[src/hdl/sfb_pkg.sv]
// ----------------------------------------------------------------------------
// sfb_pkg
// Shared types and constants for the sum-checked frame builder.
// ----------------------------------------------------------------------------
package sfb_pkg;

   localparam logic [7:0] HDR0_BYTE       = 8'hAA;
   localparam logic [7:0] HDR1_BYTE       = 8'h55;
   localparam logic [7:0] TRL0_BYTE       = 8'h0D;
   localparam logic [7:0] TRL1_BYTE       = 8'h0A;
   localparam logic [7:0] LEN_HIGH_BYTE   = 8'h00;
   localparam logic [7:0] LENGTH_RESET    = 8'd128;

   localparam int QUEUE_DEPTH_DEFAULT = 4;

   // Output sequence of one frame; a descriptor covers a slice of it.
   localparam logic [2:0] PH_HDR0    = 3'd0;
   localparam logic [2:0] PH_HDR1    = 3'd1;
   localparam logic [2:0] PH_LEN_LO  = 3'd2;
   localparam logic [2:0] PH_LEN_HI  = 3'd3;
   localparam logic [2:0] PH_PAYLOAD = 3'd4;
   localparam logic [2:0] PH_CSUM    = 3'd5;
   localparam logic [2:0] PH_TRL0    = 3'd6;
   localparam logic [2:0] PH_TRL1    = 3'd7;

   typedef struct packed {
      logic       first;
      logic       last;
      logic [7:0] payload;
      logic [7:0] csum;
      logic [7:0] len;
   } desc_type;

   typedef struct packed {
      logic full;
      logic empty;
   } queue_status_type;

endpackage

[src/hdl/sfb_front.sv]
// ----------------------------------------------------------------------------
// sfb_front
// Accepts payload bytes, tracks frame position and running sum, and builds
// one descriptor per byte for the back end.
// ----------------------------------------------------------------------------
module sfb_front
   import sfb_pkg::*;
(
   input  logic       clock,
   input  logic       reset,
   input  logic       csr_write_enable,
   input  logic [7:0] csr_write_data,
   input  logic       req_valid,
   input  logic [7:0] req_payload_byte,
   input  logic       accept,
   output desc_type   desc
);

   logic [7:0] payload_length_ff;
   logic [7:0] byte_position_ff;
   logic [7:0] byte_position_in;
   logic [7:0] running_sum_ff;
   logic [7:0] running_sum_in;
   logic [7:0] eff_len;
   logic [7:0] sum_next;
   logic [8:0] pos_plus_one;
   logic       is_last;

   always_comb begin
      eff_len      = (payload_length_ff == 8'd0) ? 8'd1 : payload_length_ff;
      pos_plus_one = {1'b0, byte_position_ff} + 9'd1;
      is_last      = pos_plus_one >= {1'b0, eff_len};
      sum_next     = running_sum_ff + req_payload_byte;

      desc.first   = (byte_position_ff == 8'd0);
      desc.last    = is_last;
      desc.payload = req_payload_byte;
      desc.csum    = sum_next;
      desc.len     = eff_len;

      byte_position_in = byte_position_ff;
      running_sum_in   = running_sum_ff;
      if (accept && req_valid) begin
         if (is_last) begin
            byte_position_in = 8'd0;
            running_sum_in   = 8'd0;
         end else begin
            byte_position_in = pos_plus_one[7:0];
            running_sum_in   = sum_next;
         end
      end
   end

   always_ff @(posedge clock) begin
      if (reset) begin
         payload_length_ff <= LENGTH_RESET;
         byte_position_ff  <= 8'd0;
         running_sum_ff    <= 8'd0;
      end else begin
         if (csr_write_enable) begin
            payload_length_ff <= csr_write_data;
         end
         byte_position_ff <= byte_position_in;
         running_sum_ff   <= running_sum_in;
      end
   end

endmodule

[src/hdl/sfb_queue.sv]
// ----------------------------------------------------------------------------
// sfb_queue
// Small descriptor FIFO between the front and back ends.
// ----------------------------------------------------------------------------
module sfb_queue
   import sfb_pkg::*;
#(
   parameter int DEPTH = QUEUE_DEPTH_DEFAULT
)
(
   input  logic             clock,
   input  logic             reset,
   input  logic             push,
   input  desc_type         push_data,
   input  logic             pop,
   output desc_type         head,
   output queue_status_type status
);

   localparam int PTR_W = (DEPTH > 1) ? $clog2(DEPTH) : 1;
   localparam int CNT_W = $clog2(DEPTH + 1);
   localparam logic [PTR_W-1:0] LAST_PTR = PTR_W'(DEPTH - 1);
   localparam logic [CNT_W-1:0] FULL_CNT = CNT_W'(DEPTH);

   desc_type         entry_ff [DEPTH];
   logic [PTR_W-1:0] wr_ptr_ff;
   logic [PTR_W-1:0] wr_ptr_in;
   logic [PTR_W-1:0] rd_ptr_ff;
   logic [PTR_W-1:0] rd_ptr_in;
   logic [CNT_W-1:0] count_ff;
   logic [CNT_W-1:0] count_in;
   logic             do_push;
   logic             do_pop;

   always_comb begin
      status.full  = (count_ff == FULL_CNT);
      status.empty = (count_ff == '0);
      do_push      = push && !status.full;
      do_pop       = pop && !status.empty;
      head         = entry_ff[rd_ptr_ff];

      wr_ptr_in = wr_ptr_ff;
      rd_ptr_in = rd_ptr_ff;
      count_in  = count_ff;
      if (do_push) begin
         wr_ptr_in = (wr_ptr_ff == LAST_PTR) ? '0 : wr_ptr_ff + 1'b1;
      end
      if (do_pop) begin
         rd_ptr_in = (rd_ptr_ff == LAST_PTR) ? '0 : rd_ptr_ff + 1'b1;
      end
      if (do_push && !do_pop) begin
         count_in = count_ff + 1'b1;
      end else if (do_pop && !do_push) begin
         count_in = count_ff - 1'b1;
      end
   end

   always_ff @(posedge clock) begin
      if (do_push) begin
         entry_ff[wr_ptr_ff] <= push_data;
      end
   end

   always_ff @(posedge clock) begin
      if (reset) begin
         wr_ptr_ff <= '0;
         rd_ptr_ff <= '0;
         count_ff  <= '0;
      end else begin
         wr_ptr_ff <= wr_ptr_in;
         rd_ptr_ff <= rd_ptr_in;
         count_ff  <= count_in;
      end
   end

endmodule

[src/hdl/sfb_back.sv]
// ----------------------------------------------------------------------------
// sfb_back
// Expands each descriptor into its output bytes and emits them into an output
// register, one per cycle while that register is free.
// ----------------------------------------------------------------------------
module sfb_back
   import sfb_pkg::*;
(
   input  logic       clock,
   input  logic       reset,
   input  desc_type   head,
   input  logic       head_valid,
   output logic       pop,
   output logic       rsp_valid,
   input  logic       rsp_stall,
   output logic [7:0] rsp_tx_byte,
   output logic       rsp_run_last,
   output logic       rsp_frame_last
);

   logic       started_ff;
   logic       started_in;
   logic [2:0] phase_ff;
   logic [2:0] phase_in;
   logic [2:0] phase;
   logic       rsp_valid_ff;
   logic       rsp_valid_in;
   logic [7:0] tx_byte_ff;
   logic       run_last_ff;
   logic       frame_last_ff;
   logic [7:0] sel_byte;
   logic       slot_free;
   logic       emit;
   logic       done;

   always_comb begin
      if (started_ff) begin
         phase = phase_ff;
      end else begin
         phase = head.first ? PH_HDR0 : PH_PAYLOAD;
      end

      unique case (phase)
         PH_HDR0:    sel_byte = HDR0_BYTE;
         PH_HDR1:    sel_byte = HDR1_BYTE;
         PH_LEN_LO:  sel_byte = head.len;
         PH_LEN_HI:  sel_byte = LEN_HIGH_BYTE;
         PH_PAYLOAD: sel_byte = head.payload;
         PH_CSUM:    sel_byte = head.csum;
         PH_TRL0:    sel_byte = TRL0_BYTE;
         PH_TRL1:    sel_byte = TRL1_BYTE;
         default:    sel_byte = head.payload;
      endcase

      done      = (phase == PH_TRL1) || ((phase == PH_PAYLOAD) && !head.last);
      slot_free = !rsp_valid_ff || !rsp_stall;
      emit      = head_valid && slot_free;
      pop       = emit && done;

      started_in = started_ff;
      phase_in   = phase_ff;
      if (emit) begin
         started_in = !done;
         phase_in   = phase + 3'd1;
      end

      // Drop the register once taken, refill when a byte is emitted.
      rsp_valid_in = rsp_valid_ff;
      if (slot_free) begin
         rsp_valid_in = emit;
      end
   end

   always_ff @(posedge clock) begin
      if (reset) begin
         started_ff   <= 1'b0;
         phase_ff     <= PH_HDR0;
         rsp_valid_ff <= 1'b0;
      end else begin
         started_ff   <= started_in;
         phase_ff     <= phase_in;
         rsp_valid_ff <= rsp_valid_in;
      end
   end

   always_ff @(posedge clock) begin
      if (emit) begin
         tx_byte_ff    <= sel_byte;
         run_last_ff   <= done;
         frame_last_ff <= (phase == PH_TRL1);
      end
   end

   assign rsp_valid      = rsp_valid_ff;
   assign rsp_tx_byte    = tx_byte_ff;
   assign rsp_run_last   = run_last_ff;
   assign rsp_frame_last = frame_last_ff;

endmodule

[src/hdl/sum_checked_frame_builder_top.sv]
// Payload bytes pass through the descriptor queue and the output register.
// One output byte per cycle while the queue is not empty and rsp_stall does
// not hold the output; a frame's first byte adds header and length, its last checksum and trailer.
// Input is taken every cycle while the descriptor queue has room.
// Reset (synchronous, active high) empties the queue, restarts the frame and
// sets the payload length to 128.
// ----------------------------------------------------------------------------
// sum_checked_frame_builder_top
// Wraps payload bytes into frames with header, length, checksum and trailer.
// ----------------------------------------------------------------------------
module sum_checked_frame_builder_top
   import sfb_pkg::*;
#(
   parameter int QUEUE_DEPTH = QUEUE_DEPTH_DEFAULT
)
(
   input  logic       clock,
   input  logic       reset,
   input  logic       csr_write_enable,
   input  logic [7:0] csr_write_data,
   input  logic       req_valid,
   output logic       req_stall,
   input  logic [7:0] req_payload_byte,
   output logic       rsp_valid,
   input  logic       rsp_stall,
   output logic [7:0] rsp_tx_byte,
   output logic       rsp_run_last,
   output logic       rsp_frame_last
);

   desc_type         front_desc;
   desc_type         queue_head;
   queue_status_type queue_status;
   logic             accept;
   logic             pop;

   assign req_stall = queue_status.full;
   assign accept    = req_valid && !queue_status.full;

   sfb_front u_front (
      .clock            (clock),
      .reset            (reset),
      .csr_write_enable (csr_write_enable),
      .csr_write_data   (csr_write_data),
      .req_valid        (req_valid),
      .req_payload_byte (req_payload_byte),
      .accept           (accept),
      .desc             (front_desc)
   );

   sfb_queue #(
      .DEPTH (QUEUE_DEPTH)
   ) u_queue (
      .clock     (clock),
      .reset     (reset),
      .push      (accept),
      .push_data (front_desc),
      .pop       (pop),
      .head      (queue_head),
      .status    (queue_status)
   );

   sfb_back u_back (
      .clock          (clock),
      .reset          (reset),
      .head           (queue_head),
      .head_valid     (!queue_status.empty),
      .pop            (pop),
      .rsp_valid      (rsp_valid),
      .rsp_stall      (rsp_stall),
      .rsp_tx_byte    (rsp_tx_byte),
      .rsp_run_last   (rsp_run_last),
      .rsp_frame_last (rsp_frame_last)
   );

endmodule

[config.mk]
export PLATFORM = sky130hd
export DESIGN_NAME = sum_checked_frame_builder_top
export DESIGN_NICKNAME = d
export VERILOG_FILES = /design/src/hdl/sfb_pkg.sv /design/src/hdl/sfb_front.sv /design/src/hdl/sfb_queue.sv /design/src/hdl/sfb_back.sv /design/src/hdl/sum_checked_frame_builder_top.sv
export SDC_FILE = /design/constraint.sdc
export NUM_CORES = 1
export LEC_CHECK = 0
export ABC_AREA = 0
export CORE_ASPECT_RATIO = 1.1
export CORE_MARGIN = 8
export CORE_UTILIZATION = 50
export CTS_CLUSTER_DIAMETER = 30
export DETAILED_ROUTE_END_ITERATION = 10
export DONT_BUFFER_PORTS = 1
export HOLD_SLACK_MARGIN = 0.05
export PLACE_DENSITY = 0.68
export SYNTH_ARGS = -nofsm -noshare
export SYNTH_HDL_FRONTEND = slang
export SYNTH_SLANG_ARGS = --single-unit
[constraint.sdc]
create_clock -name clock -period 3 [get_ports clock]
set_clock_uncertainty 0.15 [all_clocks]
set_input_delay 0.3 -clock clock [delete_from_list [all_inputs] [get_ports clock]]
set_output_delay 0.3 -clock clock [all_outputs]
set_load 0.01 [all_outputs]
==> summary.md <==
| Metric | Value |
|---|---|
| Fmax | 358 MHz |
| Clock Latency Late Sink | 0.42 ns |
| Combinational Power Share | 25.6% |
| Capturing point of the worst reg2reg path | u_queue.count_ff[2]$_SDFFE_PP0P_ |
| Distinct cells, synth | 52 |
| VDD IR max | 0.385 mV |
| RSZ-0062 raised after global routing | no |
| Commonest cells after routing, fill and taps aside | 114 x edfxtp_1, 36 x dfxtp_1, 31 x nand2_1, 28 x ha_1, 27 x dlygate4sd3_1 |
| GP Congestion | 0.837 |
| Share of the synthesized area in the top cell type | approximately 52% |
| Via count | 3932 |
| Hold EP | u_front.byte_position_ff[6]$_SDFFE_PP0P_ |
| First-pass GRT wire length | 21000 um |
| Overall power | about 6.7 mW |
| Post-Synthesis Cells | 465 |
| Clock Sink Count | 152 |
| Area contributors post-synth | edfxtp_1 52%, dfxtp_1 11%, mux4_2 8.5% |
| TritonCTS clock tree | built |
| Status | finished, final reports clean |
| Cell area after placement | 6860 um2 |
| Post-Route Utilization | between 50% and 60% |
| CP peak stage delay | about 0.38 ns |
| Core Area | 13100 um2 |
| NumNets Final | 553 |
| Final-report hold violation count | 0 |
| H-tree depth | 4 |
| Die area | around 17000 um2 |
| Critical hold path startpoint | reset |
| Clock buffer depth | 2 |
| 1st-pass router iterations | 5 |
| Starting Density | 50.7% |
| Antenna-violating nets left | 0 |
| 1st-iter DRT viols | 299 |
| Sequential fraction of the synthesis area | 63.0% |
| Setup violations, final | 0 |
| Root Buffer | clkbuf_16 |
| Commonest non-fill, non-tap cell in the layout | edfxtp_1 |
| Worst Hold Depth | 2 |
| Total GRT Usage | 16.3% |
| Post-synth ARST share | 0% |
| Port Buffers | 0 |
| Core Rows | 44 |
| Largest net degree at the start of global routing | 32 |
| Vias/cell | approximately 5.8 |
| Initial antenna violation count | 0 |
| Leakage | 2.81 nW |
| Share of layout cells above drive strength 1 | about 16% |
| Post-synth EDFFs | 114 |
| GRT Residual Overflow | 0 |
| Top cell family by delay on the critical path | adder cells |
| Crit path max fanout | 4 |
| Int Power | around 4.8 mW |
| WP buf/inv | 1 |
| CP required | about 3.2 ns |
| Worst Path Arrival | 2.99 ns |
| Ys flop type | edfxtp_1 |
| CP max-delay cell | mux4_2 |
| Max_slew headroom | 56.1% |
| Fin crit period | 2.79 ns |
| Synth area leader | edfxtp_1 |
| Final WL | 13400 um |
| YS warnings | 0 |
| Syn Nets | 517 |
| Syn-to-layout area delta | 16.4% |
| Clk network pwr share | between 30% and 40% |
| Chip width | about 130 um |
| Sw power | 1.94 mW |
| Total CTS buffers | 17 |
| Antenna cell count | 0 |
| Design area | 7740 um2 |
| Fillers | 1027 |
| WL/cell | roughly 20 um |
| Max Cap Viol | 0 |
| Final slew viol count | 0 |
| Critical path type | flip-flop to flip-flop |
| Syn_area_per_cell | 14.3 um2 |
| Slew @ Worst Pin | 0.653 ns |
| Vias in the first global route | roughly 3.9k |
| PD cells | 865 nW/um2 |
| Dpl hpwl | about 9000 um |
| DRC Markers | 0 |
| Yosys reg bits | 152 |
| Hold Path Class | primary input to flip-flop |
| Sequential power share | 43.5% |
| Worst-path cell chain | mux4_2 > a21oi_1 > ha_1 > o21ai_2 > ha_1 > inv_1 > fa_1 > xor2_1 > or3_1 > a21oi_1 |
| Sw Ratio | between 20% and 30% |
| # IOs | 33 |
| Worst reg-to-reg setup slack | 0.21 ns |
| Crit share post-route | 93.1% |
| Cell Area, Synth | 6650 um2 |
| Height of the die | about 140 um |
| Element type at the critical path end | flip-flop |
| R2r worst-path depth | 10 |
| Reg clk slew, reported paths | ~0.06 ns |
| Setup crit start kind | flip-flop |
==> worst reg2reg max path, cell delays in order (launching register included) <==
cell	delay [ns]
dfxtp_2	0.34
mux4_2	0.38
a21oi_1	0.10
ha_1	0.23
o21ai_2	0.26
ha_1	0.23
inv_1	0.06
fa_1	0.37
xor2_1	0.16
or3_1	0.30
a21oi_1	0.14
==> metrics by stage <==
| step | hold slack (ns) | cells | worst slack (ns) | setup TNS, ns |
|---|---|---|---|---|
| detailed placement | 0.224 | 615 | -0.0489 | -0.0894 |
| floorplan | 0.249 | 465 | 0.0301 | 0 |
| global placement | 0.223 | 615 | 0.0765 | 0 |
| CTS | 0.0790 | 675 | 0.0762 | 0 |
| global route | 0.0794 | 675 | 0.0331 | 0 |
| finish | 0.0916 | 675 | 0.206 | 0 |
==> how the worst max path moves through the flow <==
stage / depth (start not counted) / start / to
final: 10 / flip-flop / u_queue.count_ff[2]$_SDFFE_PP0P_
after global routing: 11 / u_front.byte_position_ff[0]$_SDFFE_PP0P_ / u_front.byte_position_ff[6]$_SDFFE_PP0P_
after CTS: 10 / u_front.byte_position_ff[0]$_SDFFE_PP0P_ / u_front.byte_position_ff[5]$_SDFFE_PP0P_
after detailed placement: 11 / u_front.byte_position_ff[0]$_SDFFE_PP0P_ / u_front.byte_position_ff[6]$_SDFFE_PP0P_
after global placement: 11 / u_front.byte_position_ff[0]$_SDFFE_PP0P_ / u_front.byte_position_ff[6]$_SDFFE_PP0P_
after floorplan: 12 / flip-flop / u_queue.count_ff[2]$_SDFFE_PP0P_
==> cells by family after synthesis <==
group / synth area share, %
buffers and inverters: 3.16
muxes: 10.5
and+or+nand+nor: 8.40
xor gates and xnor gates: 1.71
DFF: 63.0
AOI/OAI and AO/OA: 7.19
adders and majority gates: 6.06
==> timing repair <==
| action | 4_1_cts | 5_1_grt |
|---|---|---|
| hold endpoints to repair | 64 | 0 |
| resized for setup | 2 | 3 |
| buffers inserted | 0 | 0 |
| cloned | 0 | 0 |
| setup endpoints to repair | 8 | 15 |
| hold buffers | 28 | 0 |
| pin swaps | 0 | 2 |
==> power groups by stage <==
| stage | Combinational, mW | Clock (mW) | Sequential [mW] |
|---|---|---|---|
| 4_1_cts | 1.72 | 2.11 | 2.92 |
| 3_3_place_gp | 1.60 | 0 | 2.94 |
| 5_1_grt | 1.86 | 2.20 | 2.94 |
| 2_1_floorplan | 1.25 | 0 | 2.90 |
| 6_report | 1.71 | 2.07 | 2.91 |
| 3_5_place_dp | 1.66 | 0 | 2.96 |
==> cell usage after synthesis (8+ instances only) <==
library cell and instances:
inv_1 26, clkbuf_1 21, xor2_1 8, dfxtp_1 38, nand2_1 31, ha_1 29
and2_1 11, a21oi_1 18, nor2_1 23, mux2i_1 11, nand3_1 13, mux4_2 25
edfxtp_1 114
==> area by class of cell <==
class                   instances  area (um2)  share of cell area (%)
well taps                     161         201                    2.60
inverters                      26        97.6                    1.26
clock inverters                 9         126                    1.63
clock buffers                  23         448                    5.79
flip-flops and latches        152        4190                    54.1
repair buffers                 44         410                    5.30
multi-input cells             260        2270                    29.3
==> per-layer routing <==
| layer | track usage [%] | up-vias | wire [um] |
|---|---|---|---|
| met2 | 27.1 | 101 | 6730 |
| met5 | 0 | - | 0 |
| met3 | 4.75 | 21 | 649 |
| li1 | - | 1832 | - |
| met4 | 7.29 | 0 | 246 |
| met1 | 19.3 | 1978 | 5790 |
==> sequential cells by signal, summed over array words and instances, names as in the netlist, named ones only <==
name                       flops
u_queue.wr_ptr_ff              2
u_queue.rd_ptr_ff              2
u_queue.entry_ff             104
u_back.rsp_valid               1
u_front.byte_position_ff       8
u_front.payload_length_ff      8
u_back.rsp_run_last            1
u_back.started_ff              1
u_back.phase_ff                3
u_front.running_sum_ff         8
u_back.rsp_tx_byte             8
u_queue.count_ff               3
u_back.rsp_frame_last          1
Note: power is estimated with default switching activity, not from simulation.
